===== config.mk =====
export PLATFORM = sky130hd
export DESIGN_NAME = tpms_fifo
export DESIGN_NICKNAME = d
export VERILOG_FILES = /design/src/hw/rtl/tpms_pkg.sv /design/src/hw/rtl/tpms_fifo.sv
export SDC_FILE = /design/constraint.sdc
export NUM_CORES = 1
export LEC_CHECK = 0
export BUFFER_PORTS_ARGS = -buffer_cell sky130_fd_sc_hd__clkbuf_2
export CORE_ASPECT_RATIO = 1.2
export CORE_MARGIN = 3
export CORE_UTILIZATION = 40
export CTS_BUF_LIST = sky130_fd_sc_hd__clkbuf_4
export DETAILED_ROUTE_END_ITERATION = 12
export PLACE_DENSITY = 0.67
export SYNTH_ARGS = -nofsm -noshare
export SYNTH_HDL_FRONTEND = slang
export SYNTH_SLANG_ARGS = --single-unit

===== constraint.sdc =====
create_clock -name clk_i -period 4.9 [get_ports clk_i]
set_clock_uncertainty 0.2 [all_clocks]
set_input_delay 0.735 -clock clk_i [delete_from_list [all_inputs] [get_ports clk_i]]
set_output_delay 0.735 -clock clk_i [all_outputs]
set_load 0.1 [all_outputs]

===== src/hw/rtl/tpms_pkg.sv =====
`timescale 1ns / 1ps

package tpms_pkg;

  localparam int unsigned StackDepth = 8192;
  localparam int unsigned LetterW    = 5;
  localparam int unsigned NumW       = 13;
  localparam int unsigned CntW       = $clog2(StackDepth + 1);
  localparam int unsigned AddrW      = $clog2(StackDepth);
  localparam int unsigned FifoDepth  = 2;
  localparam int unsigned FifoPtrW   = $clog2(FifoDepth);
  localparam int unsigned FifoCntW   = $clog2(FifoDepth + 1);

  typedef enum logic {
    KIND_HUNTER = 1'b0,
    KIND_GHOST  = 1'b1
  } kind_e;

  typedef struct packed {
    logic [LetterW-1:0] letter;
    logic               kind;
    logic               last;
  } in_item_t;

  typedef struct packed {
    logic            pair_found;
    logic [NumW-1:0] hunter_number;
    logic [NumW-1:0] ghost_number;
    logic            done_res;
    logic            all_matched;
  } out_item_t;

  // classified symbol handed from front to back
  typedef struct packed {
    logic [LetterW-1:0] letter;
    logic               kind;
    logic               last;
    logic [NumW-1:0]    num;
  } work_t;

  // one stack entry
  typedef struct packed {
    logic [LetterW-1:0] letter;
    logic               kind;
    logic [NumW-1:0]    num;
  } entry_t;

endpackage


===== src/hw/rtl/tpms_fifo.sv =====
`timescale 1ns / 1ps

module tpms_fifo (
  input  logic              clk_i,
  input  logic              rst_ni,
  input  logic              push_i,
  input  tpms_pkg::work_t   push_item_i,
  output logic              full_o,
  input  logic              pop_i,
  output logic              valid_o,
  output tpms_pkg::work_t   item_o
);

  tpms_pkg::work_t                 slots_q [tpms_pkg::FifoDepth];
  logic [tpms_pkg::FifoPtrW-1:0]   wptr_q, rptr_q;
  logic [tpms_pkg::FifoCntW-1:0]   cnt_q, cnt_d;
  logic                            do_push, do_pop;

  assign full_o  = cnt_q == tpms_pkg::FifoCntW'(tpms_pkg::FifoDepth);
  assign valid_o = cnt_q != '0;
  assign item_o  = slots_q[rptr_q];
  assign do_push = push_i && !full_o;
  assign do_pop  = pop_i && valid_o;

  always_comb begin
    cnt_d = cnt_q;
    if (do_push && !do_pop) cnt_d = cnt_q + tpms_pkg::FifoCntW'(1);
    else if (do_pop && !do_push) cnt_d = cnt_q - tpms_pkg::FifoCntW'(1);
  end

  always_ff @(posedge clk_i or negedge rst_ni) begin
    if (!rst_ni) begin
      wptr_q <= '0;
      rptr_q <= '0;
      cnt_q  <= '0;
    end else begin
      cnt_q <= cnt_d;
      if (do_push) wptr_q <= wptr_q + tpms_pkg::FifoPtrW'(1);
      if (do_pop)  rptr_q <= rptr_q + tpms_pkg::FifoPtrW'(1);
    end
  end

  always_ff @(posedge clk_i) begin
    if (do_push) slots_q[wptr_q] <= push_item_i;
  end

endmodule


==> flow_metrics.py <==
metrics = {
    "outcome": {
        "status": "completed",
    },
    "critical_path": {
        "start_kind": "flop",
        "path_cells": "buf_4, mux2_2, clkbuf_2",
        "cp.buffers_inverters": 2,
        "worst_path_max_delay_cell": "dfrtp_1",
        "crit_family": "buffers and inverters",
        "required_ps": 3960,
        "rrSetupSlack_ps": 2840,
        "cp.arrival_ps": 2060,
        "critPathMaxStageDelay_ps": 620,
        "path_max_fanout": 14,
        "setup.worst_path.class": "reg -> out",
        "cp-end-kind": "output pin",
    },
    "placement": {
        "dp_hpwl_mm": 1.94,
        "dpl_cell_area_sq_um": 2020,
        "gp_congestion": 0.624,
        "io_buffers": 45,
    },
    "cts": {
        "cts_buffers": 5,
        "cts_tree": "yes",
        "htree_levels": 2,
        "clkLatencyLatePin_ps": 330,
        "clockBufferDepth": 2,
        "cts.sinks": 44,
        "path_clk_slew_ps": 110,
        "cts-root-buf": "clkbuf_4",
        "post-cts-setup-buffer-count": 0,
    },
    "yosys": {
        "synth_largest_area_cell": "edfxtp_1",
        "mappedNetlistArea_sq_um": 1740,
        "yosysUniqueCellTypes": 16,
        "synth_top_area_frac": 0.691,
        "synth_cells": 81,
        "ys.flop_type": "edfxtp_1",
        "yosysWarnings": 0,
        "ys_async_sr_fraction": 0.0909,
        "synth_seq_area_share": 0.749,
        "synth_area_per_cell_sq_um": 21.5,
        "synth-edff-count": 40,
        "synthesis.nets": 106,
        "ys_ff_latch": 44,
        "synth.area.top_cells": "edfxtp_1 69%, mux2_4 16%, dfrtp_1 5.8%",
    },
    "sta": {
        "worstMarginPinSlew_ps": 1040,
        "setup_viol": 0,
        "fin_crit_ps": 2990,
        "report.final.hold_viol_count": 0,
        "finalCritPeriodShare": 0.611,
        "rsz0062_at_grt": "no",
        "finalSetupTns_ps": 0,
        "worst_slew_margin_rel": 0.309,
        "drv_slew": 0,
        "fmax_mhz": 334,
    },
    "finish": {
        "final_common_cell": "clkbuf_2",
        "drive_gt1_frac": 0.590,
        "post-route-cell-area_sq_um": 2090,
        "antenna_cells": 0,
        "final_cell_mix": "45 x clkbuf_2, 40 x edfxtp_1, 19 x mux2_4, 7 x clkbuf_4, 4 x dfrtp_1",
        "fin_util": 0.513,
        "nets": 158,
        "nFillCells": 360,
        "area_growth_syn_to_layout_pct": 20.0,
    },
    "floorplanning": {
        "die_w_um": 66.2,
        "coreArea_sq_um": 4070,
        "fp.dieH_um": 78.2,
        "die_area_sq_um": 5170,
        "num_rows": 25,
        "io_pins": 46,
        "initial_utilization": 0.427,
    },
    "route": {
        "ant_nets": 0,
        "vias": 854,
        "first_pass_iters": 4,
        "via_per_inst": 4.54,
        "avgRoutedWirePerCell_um": 14.4,
        "drt_iter0_drc": 27,
        "wl_mm": 2.70,
        "drc": 0,
    },
    "grt": {
        "grt_usage": 0.120,
        "grt_pass1_vias": 988,
        "grt_overflow_total": 0,
        "grt_max_degree": 21,
        "grt_pass1_wl_mm": 4.56,
        "antenna_found_initial": 0,
    },
    "worst_hold_path": {
        "min_path_type": "reg -> reg",
    },
    "job": {
        "max-cap-violations": 0,
    },
}
## final cells by class
cell class	instances	area (sq um)	share of cell area
clock buffers	7	52.6	0.0252
repair buffers	47	243	0.116
multi-input cells	33	409	0.196
flip-flops and latches	44	1300	0.624
well taps	54	67.6	0.0324
clock inverters	1	5.00	0.00240
inverters	2	7.51	0.00360
## worst paths after layout
check	startpoint	endpoint	cells after the start
max in group asynchronous	rst_ni	cnt_q[1]$_DFFE_PN0P_	2
max reg2reg	cnt_q[0]$_DFFE_PN0P_	slots_q[0][13]$_DFFE_PP_	3
min in group asynchronous	rst_ni	rptr_q$_DFFE_PN0P_	2
min	cnt_q[1]$_DFFE_PN0P_	cnt_q[1]$_DFFE_PN0P_	1
max	rptr_q$_DFFE_PN0P_	item_o[18]	3
min reg2reg	cnt_q[1]$_DFFE_PN0P_	cnt_q[1]$_DFFE_PN0P_	1
## synthesized netlist by cell type (all sizes together) (2+ instances only)
library cell and n:
edfxtp 40, mux2 20, dfrtp 4, xnor2 3, buf 2, inv 2
nand2 2, nor2 2, xor2 2
## repair_timing
action | in CTS | in global routing
hold endpoints to repair | 4 | 0
resized for setup | 0 | 0
hold buffers | 1 | 0
## logic make-up (layout without fill, tap and decap cells)
family / after synthesis / after routing / synth area share
flip-flops: 44 / 44 / 0.749
multiplexers: 20 / 20 / 0.171
AND/OR/NAND/NOR: 7 / 7 / 0.0266
XOR/XNOR: 5 / 5 / 0.0295
buffers and inverters: 4 / 57 / 0.0173
adder cells (fa/ha/maj): 1 / 1 / 0.00720
## flip-flops by register name (all words and copies together) (netlist names)
register / cells
cnt_q: 2
rptr_q: 1
slots_q: 40
wptr_q: 1
## routing by layer
layer	track usage	vias up	share of wire
met5	0	-	0
met4	0.0671	0	0.023
met3	0.0329	8	0.070
met2	0.209	34	0.51
met1	0.128	403	0.39
li1	-	409	-
## per-stage QoR
step | setup slack (ps) | instances | hold slack, ps
finish | 1910 | 188 | 319
CTS | 1840 | 188 | 321
global route | 1770 | 188 | 345
global placement | 2290 | 179 | 281
detailed placement | 2250 | 179 | 303
floorplan | 2630 | 81 | 239
Power is not shown: default switching activity piles up to over one toggle a cycle in this logic, so the estimate is an artifact.
