File: config.mk
export PLATFORM = sky130hd
export DESIGN_NAME = tpms_front
export DESIGN_NICKNAME = d
export VERILOG_FILES = /design/src/hw/rtl/tpms_pkg.sv /design/src/hw/rtl/tpms_front.sv
export SDC_FILE = /design/constraint.sdc
export NUM_CORES = 1
export LEC_CHECK = 0
export BUFFER_PORTS_ARGS = -buffer_cell sky130_fd_sc_hd__buf_2
export CORE_ASPECT_RATIO = 0.7
export CORE_MARGIN = 2
export CORE_UTILIZATION = 46
export DETAILED_ROUTE_END_ITERATION = 8
export PLACE_DENSITY = 0.7
export SYNTH_ARGS = -nofsm -noshare
export SYNTH_HDL_FRONTEND = slang
export SYNTH_SLANG_ARGS = --single-unit
File: constraint.sdc
create_clock -name clk_i -period 1.8 [get_ports clk_i]
set_input_delay 0.18 -clock clk_i [delete_from_list [all_inputs] [get_ports clk_i]]
set_output_delay 0.18 -clock clk_i [all_outputs]
set_load 0.05 [all_outputs]
File: src/hw/rtl/tpms_pkg.sv
`timescale 1ns / 1ps

package tpms_pkg;

  localparam int unsigned StackDepth = 8192;
  localparam int unsigned LetterW    = 5;
  localparam int unsigned NumW       = 13;
  localparam int unsigned CntW       = $clog2(StackDepth + 1);
  localparam int unsigned AddrW      = $clog2(StackDepth);
  localparam int unsigned FifoDepth  = 2;
  localparam int unsigned FifoPtrW   = $clog2(FifoDepth);
  localparam int unsigned FifoCntW   = $clog2(FifoDepth + 1);

  typedef enum logic {
    KIND_HUNTER = 1'b0,
    KIND_GHOST  = 1'b1
  } kind_e;

  typedef struct packed {
    logic [LetterW-1:0] letter;
    logic               kind;
    logic               last;
  } in_item_t;

  typedef struct packed {
    logic            pair_found;
    logic [NumW-1:0] hunter_number;
    logic [NumW-1:0] ghost_number;
    logic            done_res;
    logic            all_matched;
  } out_item_t;

  // classified symbol handed from front to back
  typedef struct packed {
    logic [LetterW-1:0] letter;
    logic               kind;
    logic               last;
    logic [NumW-1:0]    num;
  } work_t;

  // one stack entry
  typedef struct packed {
    logic [LetterW-1:0] letter;
    logic               kind;
    logic [NumW-1:0]    num;
  } entry_t;

endpackage

File: src/hw/rtl/tpms_front.sv
`timescale 1ns / 1ps

module tpms_front (
  input  logic                clk_i,
  input  logic                rst_ni,
  input  logic                in_valid_i,
  input  tpms_pkg::in_item_t  in_item_i,
  input  logic                q_full_i,
  output logic                q_push_o,
  output tpms_pkg::work_t     q_item_o
);

  logic [tpms_pkg::NumW-1:0] hunt_q, hunt_d;
  logic [tpms_pkg::NumW-1:0] ghost_q, ghost_d;
  logic [tpms_pkg::NumW-1:0] num;
  logic                      accept;

  assign accept = in_valid_i && !q_full_i;
  assign num    = (in_item_i.kind == tpms_pkg::KIND_GHOST) ? ghost_q : hunt_q;

  always_comb begin
    hunt_d  = hunt_q;
    ghost_d = ghost_q;
    if (accept) begin
      if (in_item_i.last) begin
        hunt_d  = tpms_pkg::NumW'(1);
        ghost_d = tpms_pkg::NumW'(1);
      end else if (in_item_i.kind == tpms_pkg::KIND_GHOST) begin
        // saturate at all ones
        if (ghost_q != '1) ghost_d = ghost_q + tpms_pkg::NumW'(1);
      end else begin
        if (hunt_q != '1) hunt_d = hunt_q + tpms_pkg::NumW'(1);
      end
    end
  end

  always_ff @(posedge clk_i or negedge rst_ni) begin
    if (!rst_ni) begin
      hunt_q  <= tpms_pkg::NumW'(1);
      ghost_q <= tpms_pkg::NumW'(1);
    end else begin
      hunt_q  <= hunt_d;
      ghost_q <= ghost_d;
    end
  end

  assign q_push_o        = accept;
  assign q_item_o.letter = in_item_i.letter;
  assign q_item_o.kind   = in_item_i.kind;
  assign q_item_o.last   = in_item_i.last;
  assign q_item_o.num    = num;

endmodule

==> reports/results.ini, run 1 <==
[status]
outcome=complete, no violations

[sta]
worst_pin_slew_ns=0.734
whs_ns=0.360
setup_violations=0
fin_tns_setup_ns=0
period_share_pct=96.0
final_max_slew_viol_count=0
relSlewSlack_pct=51.0
rsz0062_at_grt=true
fin_crit_ns=1.73
hold_violations=0
fin_worst_skew_ns=0.00320
fmax_ghz=0.579

[worst_hold_path]
min_from=in_item_i[4]
hp-class=primary input to output pin
hold-path-endpoint=q_item_o[17]
min_path_cells=0

[drt]
route.detailed.drc=0
drt_iter0_markers=105
avgViaCountPerCell=6.01
wl_met1_mm=2.51
dr.pass1.iters=4
num_vias=1828
top_layer=met4
wirelength_mm=5.12
post_drt_wl_per_cell_um=16.8
ant_nets=0
wl_met2_mm=2.27
wl_met3_um=292

[placed_design]
dpl.hpwl_mm=3.39
routabilityCongestion=0.878
portBuffers=21
dpl_cell_area_sq_um=2170

[floorplanning]
die_area_sq_um=4680
initial_core_util_pct=48.2
dieWidth_um=80.9
num_rows=19
coreArea_sq_um=3950
ios=32
die_h_um=57.8

[synth]
synth-main-ff-cell=dfrtp_1
async_flop_share_pct=100
yosysUniqueCellTypes=50
netlist_top_cells_area=dfrtp_1, mux2_2, nand2_1
synth_area_sq_um=1900
synth_edf_count=0
synth_top_area_share_pct=31.6
synth_nets=229
syn_inst=216
synth_seq_cells=26
syn_area_per_cell_sq_um=8.81
ys_warn_count=0
yosysTopAreaCell=dfrtp_1
seq_area_frac_synth_pct=34.3

[cells_and_area]
post-route-util_pct=59.3
seq_area_sq_um=654
synthToLayoutAreaGrowth_pct=22.9
multi_input_comb_area_sq_um=1200
final_common_cell=buf_4
final_cell_mix=buf_4, nand2_1, dfrtp_1
drive_above_1_share_pct=36.5
antenna_cells=0
n_fill_cell=372
nets=266
design_area_sq_um=2340

[cts]
clk_pin_slew_ns=0.10
cts-root-buf=clkbuf_8
cts_buffers=3
cts.sinks=26
clkLatencyLatePin_ns=0.28
clockBufferDepth=2
cts_tree=done
htree_levels=1

[global_routing]
grt_usage_pct=23.0
overflow=0
grt_pass1_wl_mm=8.20
grt_pass1_vias=1547
grt_max_degree=41
antenna_found_initial=0

[critical_path]
path_class=flop to flop
r2r_slack_ns=0.07
rr_endpoint=ghost_q[10]
reg2reg_from=ghost_q[0]
crit_chain=ha_4 -> and4_4 -> nand3_4 -> or3_4 -> a21oi_2 -> o21ai_1
startpoint_type=flop
r2r_cells=6
max_stage_delay_ns=0.57
cp-end-kind=flop
worstPathRequired_ns=1.95
cp_max_fo=3
cp_data_arrival_time_ns=1.88
cp_slowest_cell=dfstp_2

[pwr]
worst_ir_drop_vdd_v=0.000575
powerDensity_nw_per_um2=907
power_mw=2.12
p_leak_nw=0.991

[run]
drv_cap=0

-- what timing repair did --
item / 4_1_cts / 5_1_grt
endpoints found under the hold margin: 24 / 0
gates resized for setup: 3 / 17
pin swaps: 0 / 8
hold buffers: 1 / 0
setup endpoints to repair: 12 / 23
setup buffers: 2 / 0
-- metrics by stage --
stage                     worst slack (ns)  cells
final                               0.0714    304
after global routing               -0.0157    304
after CTS                          0.00476    304
after detailed placement           -0.0326    297
after global placement             -0.0166    297
after floorplan                     0.0107    216
-- worst max-delay path by stage --
stage,slack [ns],endpoint,startpoint
after floorplan,0.01,hunt_q[3],hunt_q[0]
after global placement,-0.02,ghost_q[3],ghost_q[0]
after detailed placement,-0.03,hunt_q[7],hunt_q[0]
after CTS,0.005,ghost_q[11],ghost_q[0]
after global routing,-0.02,ghost_q[6],ghost_q[0]
final,0.07,ghost_q[10],ghost_q[0]
-- worst max-delay path: cells and delay by family, from the launching register on --
kind	cells	cell delay [ns]
flops	1	0.57
fa+ha+maj	1	0.13
compound gates	2	0.18
simple gates	3	0.72
-- state kept, by name (all words and copies together) (netlist names) --
| name | flops |
|---|---|
| ghost_q | 13 |
| hunt_q | 13 |
-- logic make-up (layout without fill, tap and decap cells) --
group,Yosys count,in the layout,synth area share (%)
AOI/OAI and AO/OA,43,43,18.7
DFF,26,26,34.3
muxes,16,16,9.07
and+or+nand+nor,104,104,29.9
buffers and inverters,25,61,6.77
adders and majority gates,2,2,1.31
-- routing by layer --
metal | vias to the layer above | global-route usage [%]
li1 | 880 | -
met2 | 57 | 31.4
met4 | 0 | 5.08
met3 | 5 | 4.05
met5 | - | 0
met1 | 886 | 37.4
-- where the power goes --
group	internal, mW	switching [mW]	leakage [nW]
logic	0.376	0.554	0.641
registers	0.683	0.106	0.321
clock network	0.196	0.205	0.0288
total	1.26	0.865	0.991
-- cell type report --
class	count	share of cell area, %
multi-input combinational	165	51.4
sequential	26	28.0
timing repair buffer	52	14.7
tap	52	2.78
clock buffer	4	2.35
inverter	5	0.803
-- synthesized netlist by cell type (2+ instances only) --
library cell,number
nand3b_1,2
a32oi_1,2
nand3_1,12
nor3_1,15
a22oi_1,3
and3_1,5
ha_1,2
a221o_1,7
nor3b_1,7
nand2b_1,3
nor4_1,3
inv_1,4
buf_4,7
o21ai_1,2
o21ai_0,8
nor2b_1,3
buf_2,7
nor2_1,14
dfrtp_1,24
o22a_1,3
clkbuf_1,6
a21oi_1,5
nand4_1,3
a211o_1,2
nand2_1,25
mux2i_1,6
nand3_2,2
a211oi_2,2
mux2_2,10
dfstp_2,2
Power figures use the tool's default switching activity.
==> inputs of run 2 (changes only) <==
Clock period 1.8 ns to 1.4 ns, I/O delays scaled along.
==> reports/results.ini, run 2 (synthesized netlist as in run 1, its figures left out) <==
[cts]
cts.sinks=26  ; unchanged
cts_tree=done  ; unchanged
clkLatencyLatePin_ns=0.28  ; about the same
cts-root-buf=clkbuf_8  ; unchanged
clk_pin_slew_ns=0.09  ; was 0.10 ns
clockBufferDepth=2  ; unchanged
htree_levels=1  ; unchanged
cts_buffers=3  ; unchanged

[global_routing]
grt_usage_pct=26.9  ; was 23.0%
overflow=0  ; unchanged
antenna_found_initial=0  ; unchanged
grt_pass1_vias=1912  ; was 1547
grt_pass1_wl_mm=9.69  ; was 8.20 mm
grt_max_degree=33  ; was 41

[drt]
drt_iter0_markers=132  ; was 105
wirelength_mm=6.21  ; was 5.12 mm
dr.pass1.iters=4  ; unchanged
ant_nets=0  ; unchanged
num_vias=2057  ; was 1828
avgViaCountPerCell=5.93  ; was 6.01
route.detailed.drc=0  ; unchanged
post_drt_wl_per_cell_um=17.9  ; was 16.8 um

[critical_path]
cp_data_arrival_time_ns=1.97  ; was 1.88 ns
path_class=flop to flop  ; unchanged
path_buf_inv=1  ; was 0
critPathTopFamily=simple AND/OR/NAND/NOR gates  ; unchanged
cp_slowest_cell=dfstp_2  ; unchanged
max_stage_delay_ns=0.58  ; was 0.57 ns
cp_max_fo=4  ; was 3
worstPathRequired_ns=1.62  ; was 1.95 ns
cp-end-kind=flop  ; unchanged
crit_chain=ha_4 -> nand3_4 -> buf_4 -> nor2_4 -> nand3b_1 -> or4_1 -> nand3_1  ; was ha_4 -> and4_4 -> nand3_4 -> or3_4 -> a21oi_2 -> o21ai_1
startpoint_type=flop  ; unchanged

[run]
drv_cap=0  ; unchanged

[pwr]
p_leak_nw=1.33  ; was 0.991 nW
power_mw=3.23  ; was 2.12 mW
worst_ir_drop_vdd_v=0.000762  ; was 0.000575 V
powerDensity_nw_per_um2=1040  ; was 907 nW/um^2

[sta]
fin_crit_ns=1.76  ; was 1.73 ns
period_share_pct=125  ; was 96.0%
fin_tns_setup_ns=-7.59  ; was 0 ns
worst_pin_slew_ns=0.634  ; was 0.734 ns
fin_ws_ns=-0.356  ; was 0.0714 ns
fmax_ghz=0.570  ; was 0.579 GHz
final_max_slew_viol_count=0  ; unchanged
hold_violations=0  ; unchanged
rsz0062_at_grt=true  ; unchanged
fin_worst_skew_ns=0.00568  ; was 0.00320 ns
whs_ns=0.280  ; was 0.360 ns
relSlewSlack_pct=57.7  ; was 51.0%
setup_violations=33  ; was 0

[status]
failed_checks=negative setup slack
outcome=finished with violations  ; was complete, no violations

[floorplanning]
initial_core_util_pct=48.2  ; unchanged
dieWidth_um=80.9  ; unchanged
die_area_sq_um=4680  ; unchanged
num_rows=19  ; unchanged
coreArea_sq_um=3950  ; unchanged
ios=32  ; unchanged
die_h_um=57.8  ; unchanged

[placed_design]
dpl_cell_area_sq_um=2480  ; was 2170 sq um
dp.cells=325  ; was 297
place_ws_ns=-0.397  ; was -0.0326 ns
portBuffers=21  ; unchanged
routabilityCongestion=0.894  ; was 0.878
dpl.hpwl_mm=3.86  ; was 3.39 mm

[cells_and_area]
fin_cells=347  ; was 304
post-route-util_pct=78.3  ; was 59.3%
design_area_sq_um=3090  ; was 2340 sq um
nets=310  ; was 266
multi_input_comb_area_sq_um=1430  ; was 1200 sq um
final_common_cell=buf_4  ; unchanged
n_fill_cell=271  ; was 372
antenna_cells=0  ; unchanged
seq_area_sq_um=656  ; was 654 sq um
synthToLayoutAreaGrowth_pct=62.5  ; was 22.9%
final_cell_mix=buf_4, buf_6, nand2_1  ; was buf_4, nand2_1, dfrtp_1
top_regs=ghost_q (13), hunt_q (13)  ; unchanged
drive_above_1_share_pct=55.9  ; was 36.5%

[worst_hold_path]
hp-class=primary input to output pin  ; unchanged

-- run 2: cell count changes in the layout (fill, tap and decap cells not counted), sizes merged --
cell    delta
buf       +44
clkbuf     -1
-- run 2: power by group --
part / internal, mW / switching [mW]
registers: 0.881 / 0.138
logic: 0.882 / 0.884
clock network: 0.194 / 0.252
total: 1.96 / 1.27
-- run 2: metal layers --
metal	up-vias	wire length, um	global-route usage [%]
met2	71	3010	42.6
met1	1022	2790	39.5
met3	8	343	4.36
li1	956	-	-
met5	-	0	0
met4	0	73	4.84
-- run 2: final cells by class --
cell class	instances	share of cell area (%)
multi-input cells	165	46.2
well taps	52	2.10
repair buffers	96	28.5
inverters	5	0.688
flip-flops and latches	26	21.2
clock buffers	3	1.34
-- run 2: worst paths after layout --
kind | from | endpoint | slack (ns) | cells after the start
worst max register to register | hunt_q[0] | hunt_q[10] | -0.36 | 7
worst max-delay path | hunt_q[0] | hunt_q[10] | -0.36 | 7
max in group asynchronous | rst_ni | hunt_q[2] | 0.54 | 2
worst min register to register | ghost_q[9] | ghost_q[9] | 0.63 | 3
min in group asynchronous | rst_ni | ghost_q[5] | 0.40 | 2
worst min-delay path | in_item_i[4] | q_item_o[17] | 0.28 | 0
-- run 2: repair_timing --
item	CTS	global route
hold buffers	1	0
resized for setup	88	28
endpoints found under the setup margin	38	38
endpoints found under the hold margin	24	0
pin swaps	30	9
setup buffers	9	14
==> inputs of run 3 (changes only) <==
Settings changed: RECOVER_POWER set to 25.
==> reports/results.ini, run 3 (synthesized netlist as in run 1, its figures left out) <==
[global_routing]
overflow=0  ; unchanged
grt_max_degree=33  ; unchanged
grt_pass1_vias=1912  ; unchanged
antenna_found_initial=0  ; unchanged
grt_pass1_wl_mm=9.69  ; unchanged
grt_usage_pct=26.9  ; unchanged

[drt]
drt_iter0_markers=132  ; unchanged
post_drt_wl_per_cell_um=17.9  ; about the same
wirelength_mm=6.22  ; was 6.21 mm
route.detailed.drc=0  ; unchanged
dr.pass1.iters=4  ; unchanged
ant_nets=0  ; unchanged
avgViaCountPerCell=5.95  ; was 5.93
num_vias=2063  ; was 2057

[cts]
cts_buffers=3  ; unchanged
cts_tree=done  ; unchanged
clk_pin_slew_ns=0.09  ; about the same
clkLatencyLatePin_ns=0.28  ; about the same
cts-root-buf=clkbuf_8  ; unchanged
htree_levels=1  ; unchanged
cts.sinks=26  ; unchanged
clockBufferDepth=2  ; unchanged

[placed_design]
routabilityCongestion=0.894  ; unchanged
dpl.hpwl_mm=3.86  ; unchanged
portBuffers=21  ; unchanged

[floorplanning]
initial_core_util_pct=48.2  ; unchanged
coreArea_sq_um=3950  ; unchanged
num_rows=19  ; unchanged
die_area_sq_um=4680  ; unchanged
ios=32  ; unchanged
dieWidth_um=80.9  ; unchanged
die_h_um=57.8  ; unchanged

[cells_and_area]
synthToLayoutAreaGrowth_pct=62.5  ; unchanged
n_fill_cell=271  ; unchanged
post-route-util_pct=78.3  ; unchanged
final_common_cell=buf_4  ; unchanged
final_cell_mix=buf_4, buf_6, nand2_1  ; unchanged
drive_above_1_share_pct=55.9  ; unchanged
nets=310  ; unchanged
antenna_cells=0  ; unchanged
top_regs=ghost_q (13), hunt_q (13)  ; unchanged

[sta]
fin_worst_skew_ns=0.00551  ; was 0.00568 ns
relSlewSlack_pct=53.2  ; was 57.7%
fin_crit_ns=1.76  ; about the same
setup_violations=33  ; unchanged
worst_pin_slew_ns=0.702  ; was 0.634 ns
rsz0062_at_grt=true  ; unchanged
period_share_pct=125  ; about the same
final_max_slew_viol_count=0  ; unchanged
fmax_ghz=0.569  ; was 0.570 GHz
hold_violations=0  ; unchanged
fin_ws_ns=-0.356  ; about the same

[critical_path]
cp-end-kind=flop  ; unchanged
path_class=flop to flop  ; unchanged
cp_data_arrival_time_ns=1.97  ; about the same
startpoint_type=flop  ; unchanged
worstPathRequired_ns=1.62  ; about the same
cp_max_fo=4  ; unchanged

[status]
outcome=finished with violations  ; unchanged
failed_checks=negative setup slack  ; unchanged

[pwr]
power_mw=3.23  ; about the same
powerDensity_nw_per_um2=1050  ; was 1040 nW/um^2
p_leak_nw=1.33  ; about the same
worst_ir_drop_vdd_v=0.000762  ; about the same

[worst_hold_path]
hp-class=primary input to output pin  ; unchanged

[run]
drv_cap=0  ; unchanged

## run 3: cell count changes in the layout (fill, tap and decap cells not counted), sizes merged
cell	before	now
buf	95	94
clkbuf	3	4
## run 3: path summary, 6_finish.rpt
| check | from | end | slack, ns | cells past startpoint |
|---|---|---|---|---|
| setup / recovery | hunt_q[0] | hunt_q[10] | -0.36 | 7 |
| setup reg to reg | hunt_q[0] | hunt_q[10] | -0.36 | 7 |
| min in group asynchronous | rst_ni | ghost_q[5] | 0.43 | 2 |
| max in group asynchronous | rst_ni | hunt_q[2] | 0.47 | 2 |
| hold reg to reg | ghost_q[9] | ghost_q[9] | 0.63 | 3 |
| hold / removal | in_item_i[4] | q_item_o[17] | 0.28 | 0 |
## run 3: layout make-up
cell class,count,area (sq um),share of cell area [%]
Clock buffer,3,41.3,1.34
Tap cell,52,65.1,2.10
Timing Repair Buffer,96,881,28.5
Inverter,5,21.3,0.688
Sequential cell,26,656,21.2
Multi-Input combinational cell,165,1430,46.2
## run 3: power breakdown
part | switching [mW] | internal, mW
registers | 0.138 | 0.881
clock network | 0.252 | 0.194
logic | 0.885 | 0.882
## run 3: metal layers
layer	up-vias	track usage (%)	routed length, um
li1	956	-	-
met3	10	4.36	361
met1	1021	39.5	2780
met5	-	0	0
met2	76	42.6	3000
met4	0	4.84	79
## run 3: what timing repair did
action,4_1_cts,5_1_grt
endpoints found under the setup margin,38,38
gates resized for setup,88,28
hold buffers,1,0
hold endpoints to repair,24,0
pin swaps,30,9
buffers inserted,9,14
## run 3: per-stage QoR
step	cells	TNS (ns)	instance area, sq um	hold slack [ns]	setup WS (ns)
after floorplan	216	-5.56	1990	-0.156	-0.279
after global placement	325	-6.57	2480	0.185	-0.324
after detailed placement	325	-7.59	2480	0.183	-0.397
after CTS	337	-6.42	2920	0.280	-0.307
after global routing	347	-9.31	3090	0.280	-0.422
final	347	-7.61	3090	0.280	-0.356
## run 3: worst max-delay path: stages, from the launching register on
cell and delay [ns]:
dfstp_2 0.58, ha_4 0.16, nand3_4 0.08, buf_4 0.16, nor2_4 0.10, nand3b_1 0.11, or4_1 0.40, nand3_1 0.10
